File: src/rtl/core/yaz0_pkg.sv
// Package for the Yaz0 stream decompressor: constants, status codes and the
// command and status structs between the controller and the datapath.
package yaz0_pkg;
   localparam int HistAw = 12;
   localparam int BytesPerWord = 8;
   localparam logic [31:0] MagicWord = 32'h59617A30;

   localparam logic [1:0] StOk        = 2'd0;
   localparam logic [1:0] StBadHeader = 2'd1;
   localparam logic [1:0] StTruncated = 2'd2;
   localparam logic [1:0] StBadDist   = 2'd3;

   typedef struct packed {
      logic       clear;      // new stream: clear counters
      logic       hdr_byte;   // shift a size byte in
      logic       put_lit;    // write the input byte as a literal
      logic       put_copy;   // write the byte read back from history
      logic       issue_rd;   // start a history read at the copy source
      logic       flush;      // send the packed word
      logic       load_dist;  // latch distance from the code bytes
   } cmd_type;

   typedef struct packed {
      logic [31:0] out_pos;
      logic [31:0] size_total;
      logic        pack_full;
      logic        pack_empty;
      logic        out_busy;
   } stat_type;

   typedef struct packed {
      logic [63:0] data;
      logic [3:0]  count;
      logic        run_last;
      logic        stream_done;
      logic [1:0]  status;
      logic [31:0] total_size;
   } rsp_type;
endpackage

File: src/rtl/core/yaz0_ctrl.sv
// Controller of the Yaz0 decompressor: header, flag and token parsing and
// the back-reference copy sequencer. Depends on yaz0_pkg.
module yaz0_ctrl (
   input  logic                 clock,
   input  logic                 reset,
   input  logic                 req_valid,
   output logic                 req_ready,
   input  logic [7:0]           in_byte,
   input  logic                 stream_start,
   input  logic                 stream_last,
   input  yaz0_pkg::stat_type   stat,
   output yaz0_pkg::cmd_type    cmd,
   output logic [11:0]          dist_val,
   output logic                 send_last,
   output logic                 send_done,
   output logic [1:0]           send_status
);
   localparam logic [2:0] SIdle = 3'd0;
   localparam logic [2:0] SRead = 3'd1;
   localparam logic [2:0] SWrite = 3'd2;
   localparam logic [2:0] SFinal = 3'd3;

   logic [2:0]  state_ff, state_in;
   logic [4:0]  hpos_ff, hpos_in;
   logic [7:0]  flags_ff, flags_in;
   logic [3:0]  bits_ff, bits_in;
   logic [1:0]  phase_ff, phase_in;
   logic [7:0]  code1_ff, code1_in;
   logic [7:0]  code2_ff, code2_in;
   logic [1:0]  err_ff, err_in;
   logic        over_ff, over_in;
   logic [8:0]  len_ff, len_in;
   logic        last_ff, last_in;
   logic        ended_ff, ended_in;
   logic        sent_ff, sent_in;
   logic        hold;
   logic [31:0] dec_sz;
   logic [11:0] dist_now;

   // The output register must be free before any word can be flushed.
   assign hold = stat.out_busy;
   assign req_ready = (state_ff == SIdle) & ~hold;
   assign dist_now = {code1_ff[3:0], in_byte};
   assign send_status = err_in;

   always_comb begin
      logic accept;
      logic ended;
      logic more;
      logic [31:0] pos;
      accept = req_valid & req_ready;
      state_in = state_ff;
      hpos_in = hpos_ff;
      flags_in = flags_ff;
      bits_in = bits_ff;
      phase_in = phase_ff;
      code1_in = code1_ff;
      code2_in = code2_ff;
      err_in = err_ff;
      over_in = over_ff;
      len_in = len_ff;
      last_in = last_ff;
      ended_in = ended_ff;
      sent_in = sent_ff;
      cmd = '0;
      dist_val = dist_now;
      send_last = 1'b0;
      send_done = 1'b0;
      ended = 1'b0;
      more = 1'b0;
      dec_sz = stat.size_total;
      pos = stat.out_pos;
      unique case (state_ff)
         SIdle: begin
            if (accept) begin
               if (stream_start) begin
                  cmd.clear = 1'b1;
                  hpos_in = '0;
                  flags_in = '0;
                  bits_in = '0;
                  phase_in = '0;
                  code1_in = '0;
                  code2_in = '0;
                  err_in = yaz0_pkg::StOk;
                  over_in = 1'b0;
                  dec_sz = '0;
                  pos = '0;
               end
               sent_in = 1'b0;
               last_in = stream_last;
               if (!(over_ff && !stream_start)) begin
                  if (hpos_in < 5'd16) begin
                     if (hpos_in < 5'd4) begin
                        if (in_byte != yaz0_pkg::MagicWord[8*(3-hpos_in[1:0]) +: 8]) begin
                           err_in = yaz0_pkg::StBadHeader;
                           ended = 1'b1;
                        end
                     end else if (hpos_in < 5'd8) begin
                        cmd.hdr_byte = 1'b1;
                        dec_sz = {dec_sz[23:0], in_byte};
                     end
                     hpos_in = hpos_in + 5'd1;
                     if (!ended) begin
                        if (hpos_in == 5'd16) begin
                           if (dec_sz == 32'd0) begin
                              ended = 1'b1;
                           end else if (stream_last) begin
                              err_in = yaz0_pkg::StTruncated;
                              ended = 1'b1;
                           end
                        end else if (stream_last) begin
                           err_in = yaz0_pkg::StBadHeader;
                           ended = 1'b1;
                        end
                     end
                  end else if (bits_ff == 4'd0) begin
                     flags_in = in_byte;
                     bits_in = 4'd8;
                  end else if (phase_ff == 2'd0) begin
                     if (flags_ff[7]) begin
                        cmd.put_lit = 1'b1;
                        pos = pos + 32'd1;
                        flags_in = {flags_ff[6:0], 1'b0};
                        bits_in = bits_ff - 4'd1;
                     end else begin
                        code1_in = in_byte;
                        phase_in = 2'd1;
                     end
                  end else if (phase_ff == 2'd1) begin
                     code2_in = in_byte;
                     if ({20'd0, dist_now} >= pos) begin
                        err_in = yaz0_pkg::StBadDist;
                        ended = 1'b1;
                     end else if (code1_ff[7:4] != 4'd0) begin
                        cmd.load_dist = 1'b1;
                        len_in = {5'd0, code1_ff[7:4]} + 9'd2;
                        more = 1'b1;
                        flags_in = {flags_ff[6:0], 1'b0};
                        bits_in = bits_ff - 4'd1;
                        phase_in = 2'd0;
                     end else begin
                        phase_in = 2'd2;
                     end
                  end else begin
                     cmd.load_dist = 1'b1;
                     dist_val = {code1_ff[3:0], code2_ff};
                     len_in = {1'b0, in_byte} + 9'h12;
                     more = 1'b1;
                     flags_in = {flags_ff[6:0], 1'b0};
                     bits_in = bits_ff - 4'd1;
                     phase_in = 2'd0;
                  end
                  if (!ended && hpos_in >= 5'd16 && !more) begin
                     if (pos >= dec_sz) begin
                        ended = 1'b1;
                     end else if (stream_last) begin
                        err_in = yaz0_pkg::StTruncated;
                        ended = 1'b1;
                     end
                  end
                  ended_in = ended;
                  if (more) begin
                     state_in = SRead;
                  end else if (ended || cmd.put_lit) begin
                     state_in = SFinal;
                  end
                  if (ended) begin
                     over_in = 1'b1;
                  end
               end
            end
         end
         SRead: begin
            // A copy ends early once the decoded size is reached.
            if (len_ff == 9'd0 || pos >= dec_sz) begin
               if (pos >= dec_sz) begin
                  ended_in = 1'b1;
                  over_in = 1'b1;
               end else if (last_ff) begin
                  err_in = yaz0_pkg::StTruncated;
                  ended_in = 1'b1;
                  over_in = 1'b1;
               end
               state_in = SFinal;
            end else if (stat.pack_full) begin
               if (!hold) begin
                  cmd.flush = 1'b1;
                  sent_in = 1'b1;
               end
            end else begin
               cmd.issue_rd = 1'b1;
               state_in = SWrite;
            end
         end
         SWrite: begin
            cmd.put_copy = 1'b1;
            len_in = len_ff - 9'd1;
            state_in = SRead;
         end
         default: begin
            // Send the remaining word, full or not, as the last of the step, or
            // an empty one when the stream ends and no word was sent in this step.
            if (!hold) begin
               if (!stat.pack_empty) begin
                  cmd.flush = 1'b1;
                  send_last = 1'b1;
                  send_done = ended_ff;
               end else if (ended_ff && !sent_ff) begin
                  cmd.flush = 1'b1;
                  send_last = 1'b1;
                  send_done = 1'b1;
               end
               state_in = SIdle;
            end
         end
      endcase
   end

   always_ff @(posedge clock) begin
      if (reset) begin
         state_ff <= SIdle;
         hpos_ff <= '0;
         flags_ff <= '0;
         bits_ff <= '0;
         phase_ff <= '0;
         code1_ff <= '0;
         code2_ff <= '0;
         err_ff <= yaz0_pkg::StOk;
         over_ff <= 1'b0;
         len_ff <= '0;
         last_ff <= 1'b0;
         ended_ff <= 1'b0;
         sent_ff <= 1'b0;
      end else begin
         state_ff <= state_in;
         hpos_ff <= hpos_in;
         flags_ff <= flags_in;
         bits_ff <= bits_in;
         phase_ff <= phase_in;
         code1_ff <= code1_in;
         code2_ff <= code2_in;
         err_ff <= err_in;
         over_ff <= over_in;
         len_ff <= len_in;
         last_ff <= last_in;
         ended_ff <= ended_in;
         sent_ff <= sent_in;
      end
   end
endmodule

File: config.mk
export PLATFORM = sky130hd
export DESIGN_NAME = yaz0_ctrl
export DESIGN_NICKNAME = d
export VERILOG_FILES = /design/src/rtl/core/yaz0_pkg.sv /design/src/rtl/core/yaz0_ctrl.sv
export SDC_FILE = /design/constraint.sdc
export NUM_CORES = 1
export LEC_CHECK = 0
export BUFFER_PORTS_ARGS = -buffer_cell sky130_fd_sc_hd__buf_4
export CAP_MARGIN = 25
export CELL_PAD_IN_SITES_DETAIL_PLACEMENT = 0
export CELL_PAD_IN_SITES_GLOBAL_PLACEMENT = 1
export CORE_UTILIZATION = 35
export DETAILED_ROUTE_END_ITERATION = 7
export MAX_ROUTING_LAYER = met4
export PLACE_DENSITY = 0.83
export REMOVE_ABC_BUFFERS = 1
export SLEW_MARGIN = 5
export SYNTH_ARGS = -nofsm -noshare
export SYNTH_HDL_FRONTEND = slang
export SYNTH_SLANG_ARGS = --single-unit
File: constraint.sdc
create_clock -name clock -period 4.77 [get_ports clock]
set_input_delay 0.2385 -clock clock [delete_from_list [all_inputs] [get_ports clock]]
set_output_delay 0.2385 -clock clock [all_outputs]
set_load 0.005 [all_outputs]
# [Word level (Yosys, flattened, before mapping)]
# Cells that the tools add are included.
[totals] register_bits=53 out_inout_bits=24 wordCells=271
[classes] addsub=7 n_lt_le_gt_ge=7 n_eq_ne=20 n_shift=1 mux=194 bitwise_logic=3 n_reduce_logical=26
[op_table] cell="$mux 32" n=21
[op_table] cell="$mux 8" n=28
[op_table] cell="$mux 1" n=72
[op_table] cell="$mux 9" n=8
[op_table] cell="$ge 32x32->1" n=2
[op_table] cell="$mux 2" n=32
[op_table] cell="$mux 5" n=8
[op_table] cell="$mux 4" n=9
[op_table] cell="$shiftx 32x33->8 const A" n=1
[op_table] cell="$add 32x1->32 const B" n=1
[op_table] cell="$ge 12x32->1" n=1
[op_table] cell="$logic_not 32->1" n=1
[op_table] cell="$mux 3" n=9
[op_table] cell="$pmux 9 s2" n=1
[op_table] cell="$ne 2x2->1 const B" n=8
[op_table] cell="$reduce_and 5->1" n=3
[op_table] cell="$add 8x5->9 const B" n=1
[op_table] cell="$logic_not 9->1" n=1
[op_table] cell="$ne 3x3->1 const B" n=3
[op_table] cell="$pmux 3 s3" n=1
[op_table] cell="$sub 9x1->9 const B" n=1
[op_table] cell="$ne 8x8->1" n=1
[op_table] cell="$pmux 1 s2" n=4
[op_table] cell="$reduce_and 8->1" n=1
[op_table] cell="31 further kinds" n=40

# [Longest topological paths before layout]
[logic_depth] depth_word=33 mapped_depth=22 mapped_depth_nobuf=19

# [Worst setup path after synthesis]
# OpenSTA, ideal clock, no wires.
[synth_timing] path_type="input to output" from="input port stream_start" to="output port send_status[1]" arrival_ns=4.832 slack_ns=-0.300 stages=20 path_buffers=4 path_cell_list="clkbuf_2 buf_1 clkbuf_1 clkbuf_1 nor2_1 ha_1 and3_1 nand3_1 nor4_2 nand2_1 or3_1 a21oi_1 ha_1 and4_1 a221o_1 a2111oi_1 o21ai_0 or4_4 and4_4 o32ai_2"
[synth_between] elab_chain_cells=25 elab_cells_between_ends=91 cone_classes="add/sub: 3; order compare: 6; eq/ne: 2; shift: 1; mux: 72; reduce/logical: 7"
[synth_lines] element="from (decl)" line_no="yaz0_ctrl.sv:9" source="input logic stream_start,"
[synth_lines] element="branches (longest 22 deep; another with $add 32x1->32)"
[synth_lines] element="$mux 2 *" line_no="yaz0_ctrl.sv:91" source="if (!(over_ff && !stream_start)) begin"
[synth_lines] element="$mux 2 *" line_no="yaz0_ctrl.sv:75" source="if (accept) begin"
[synth_lines] element="$pmux 2 s2 *" line_no="yaz0_ctrl.sv:73" source="unique case (state_ff)"
[synth_lines] element="to (decl)" line_no="yaz0_ctrl.sv:16" source="output logic [1:0] send_status"
# Mark *: on every way between the ends. The select of a mux whose other input is x is not followed.

# [Worst setup path after layout]
[layout_timing] from="register bits_ff[0]" to="output port send_status[1]"
[layout_between] elab_chain_cells=13 elab_cells_between_ends=29 cone_classes="order compare: 1; mux: 23; reduce/logical: 5"
[layout_lines] element="from (decl)" line_no="yaz0_ctrl.sv:26" source="logic [3:0] bits_ff, bits_in;"
[layout_lines] element="from (signal assigned)" line_no="yaz0_ctrl.sv:238" source="bits_ff <= bits_in;"
[layout_lines] element="$logic_not 4->1 *" line_no="yaz0_ctrl.sv:116" source="end else if (bits_ff == 4'd0) begin"
[layout_lines] element="branches (longest 8 deep; another with $ge 32x32->1)"
[layout_lines] element="$mux 2 *" line_no="yaz0_ctrl.sv:153" source="if (!ended && hpos_in >= 5'd16 && !more) begin"
[layout_lines] element="$mux 2 *" line_no="yaz0_ctrl.sv:91"
[layout_lines] element="$mux 2 *" line_no="yaz0_ctrl.sv:75"
[layout_lines] element="$pmux 2 s2 *" line_no="yaz0_ctrl.sv:73"
# Marked as above.

==> impl_results.md <==
* Relative slew slack at 0.3956
* Ports at 104
* Starting Density at 0.3569
* Largest net degree at the start of global routing at 67
* Yosys top cell area share at 0.1663
* Mean Syn Cell Area at 6.902 µm²
* DR pass1 iterations at 5
* Fin cells at 1,362
* Startpoint Class: flop
* CTS HTree Levels at 2
* Final wirelength at 24,770 µm
* Clk sink count at 52
* Final period util at 0.9863
* # diodes at 0
* Syn. warnings at 0
* Peak VDD IR at 0.1208 mV
* EDFF count, synth at 0
* Final-report setup violation count at 0
* Worst-margin pin slew at 0.9066 ns
* Final nets at 1,268
* Mean number of vias per cell at 5.709
* GR Overflow Total at 0
* Vias in the first global route at 7,472
* Setup TNS at 0 ns
* Crit Path Max Fanout at 4
* Clk buf depth at 2
* Ys async rst share at 0
* Synth cell types at 78
* Gr usage total at 0.2547
* CP peak stage delay at 0.43 ns
* Port Buf Inserts at 103
* Total power at 1.676 mW
* Dominant synthesized flop cell: dfxtp_1
* Fmax at 212.6 MHz
* Critical path class: flop to output port
* Vias at 7,775
* R2R Setup Slk at 0.55 ns
* Pwr dens at 199.6 mW/mm²
* Critical Path AT at 4.47 ns
* Total CTS buffers at 5
* Worst min path class: input port to flop
* Core Box Area at 0.01940 mm²
* Register area share after synthesis at 0.1504
* DR iter-0 viols at 420
* Worst EP required at 4.53 ns
* Crit path time final at 4.705 ns
* Rows at 51
* Antenna violations before repair at 0
* Clk slew on worst S/H paths at 0.08 ns
* Final slew viol count at 0
* CTS tree: yes
* Die height at 142.6 µm
* GP Congestion at 0.9254
* Mapped Area at 0.006923 mm²
* Most frequent cells in the layout: 159 x nand2_1, 139 x buf_4, 91 x ha_1
* Drt drc at 0
* Final hold violations at 0
* Status: finished, final reports clean
* Antenna Violating Nets Remaining at 0
* Dpl hpwl at 18,900 µm
* Most common cell after layout, fill and taps aside: nand2_1
* Inst Count DP at 1,347
* Synth area leaders: ha_1 17%, dfxtp_1 15%, nand2_1 8.7%, o21ai_0 6.0%, a21oi_1 5.6%
* Routed length per instance at 18.19 µm
* Area leader, netlist: ha_1
* First-pass GRT wire length at 39,610 µm
* Clock root cell: clkbuf_16
* Seq cells post-synth at 52
* Critical-path cell list: inv_2 -> ha_4 -> or3b_4 -> and3_4 -> nand2_4 -> nor3_4 -> and3_4 -> nand3_4 -> or3_4 -> a21oi_2 -> ha_1 -> a21oi_2 -> o21ai_2 -> a221o_1 -> a2111oi_4 -> o21ai_1 -> or4_4 -> and4_4 -> o32ai_2 -> buf_4
* Max-Cap Viols at 0
* Layout cell share with drive strength beyond 1 at 0.1905
* Cells after synthesis at 1,003
* Pleak at 3.524 nW
* Worst clock skew at 0.01441 ns
* Die area at 0.02035 mm²
* Setup crit end kind: output port
* CP max-delay cell: or4_4
* Die X at 142.6 µm
* Syn-to-layout area delta at 21.34%
* Clk_lat worst skew at 0.30 ns
* RSZ-0062 raised after global routing: true
-- logic make-up after synthesis --
kind of cell,after synthesis,share of synthesized area
adders and majority gates,92,0.1663
AOI/OAI and AO/OA,276,0.2530
DFF,52,0.1504
and+or+nand+nor,421,0.2980
buffers and inverters,113,0.06615
xor gates and xnor gates,35,0.04428
muxes,14,0.02187
-- critical path: cells and delay by family (launching register included) --
family,cells,cell delay (ns)
fa+ha+maj,2,0.41
simple gates,9,1.89
compound gates,7,1.32
flops,1,0.34
buf+inv,2,0.19
-- flip-flops by register name, summed over array words and instances (netlist names), 2 cells and up --
| register | count |
|---|---|
| len_ff | 9 |
| code1_ff | 8 |
| code2_ff | 8 |
| flags_ff | 8 |
| hpos_ff | 5 |
| bits_ff | 4 |
| err_ff | 2 |
| phase_ff | 2 |
| state_ff | 2 |
-- layout make-up --
cell class	instances	area, µm²
Clock buffer	5	125.1
Inverter	57	214.0
Sequential cell	52	1044
Fill cell	2101	11000
Tap cell	265	331.6
Clock inverter	3	26.28
Timing Repair Buffer	142	1086
Multi-Input combinational cell	838	5574
-- path summary, 6_finish.rpt --
kind	start	end	cells after the start
worst max-delay path	bits_ff[0]	send_status[1]	20
worst min-delay path	stream_last	last_ff	3
worst max register to register	bits_ff[0]	err_ff[1]	20
worst min register to register	len_ff[8]	len_ff[8]	2
-- power breakdown --
part / internal [mW] / switching (mW)
Sequential: 0.464 / 0.0326
Clock: 0.199 / 0.187
Combinational: 0.321 / 0.473
Total: 0.984 / 0.693
-- stage by stage --
| step | instance area [µm²] | hold WS, ns | utilization | setup WS, ns |
|---|---|---|---|---|
| after detailed placement | 8041 | 0.4513 | 0.4145 | -0.2178 |
| after CTS | 8264 | 0.2136 | 0.4260 | 0.0003517 |
| after global routing | 8401 | 0.2328 | 0.4331 | -0.1530 |
| final | 8401 | 0.2158 | 0.4331 | 0.06542 |
| after global placement | 8041 | 0.4426 | 0.4145 | -0.1145 |
| after floorplan | 6679 | 0.3076 | - | -1.629 |
-- metal layers --
metal  track usage  wire length [µm]  up-vias
met5             -                 0        -
met4       0.06735               495        0
met3       0.03119              1440       37
met2        0.4087             11450      271
met1        0.3365             11380     3626
li1              -                 -     3841
-- synthesized netlist by cell type, types with 4 or more instances --
cell and count:
nand2b_1 15, nor4_1 17, a211oi_1 13, nand2_1 160
dfxtp_1 52, and3_1 11, nand4_1 29, nor2_1 59
a31oi_1 8, mux2i_1 5, and2_1 4, a21oi_1 78
nand3_1 42, o21ai_0 83, clkbuf_1 37, ha_1 92
buf_1 6, mux2_2 9, xor2_1 22, buf_4 5
a32oi_1 5, nor3b_1 6, or3_1 13, buf_2 6
o211ai_1 9, nor2b_1 20, inv_1 56, or2_2 5
xnor2_1 13, o32ai_1 8, a22oi_1 5, a221oi_1 4
nor3_1 24, a21o_1 11, o21a_1 4
-- timing repair --
| action | CTS | global route |
|---|---|---|
| buffers inserted | 3 | 4 |
| pin swaps | 12 | 8 |
| hold endpoints to repair | 0 | 0 |
| hold buffers | 0 | 0 |
| endpoints found under the setup margin | 4 | 2 |
| gates resized for setup | 11 | 27 |
No activity file was read; power rests on OpenSTA's default activity.
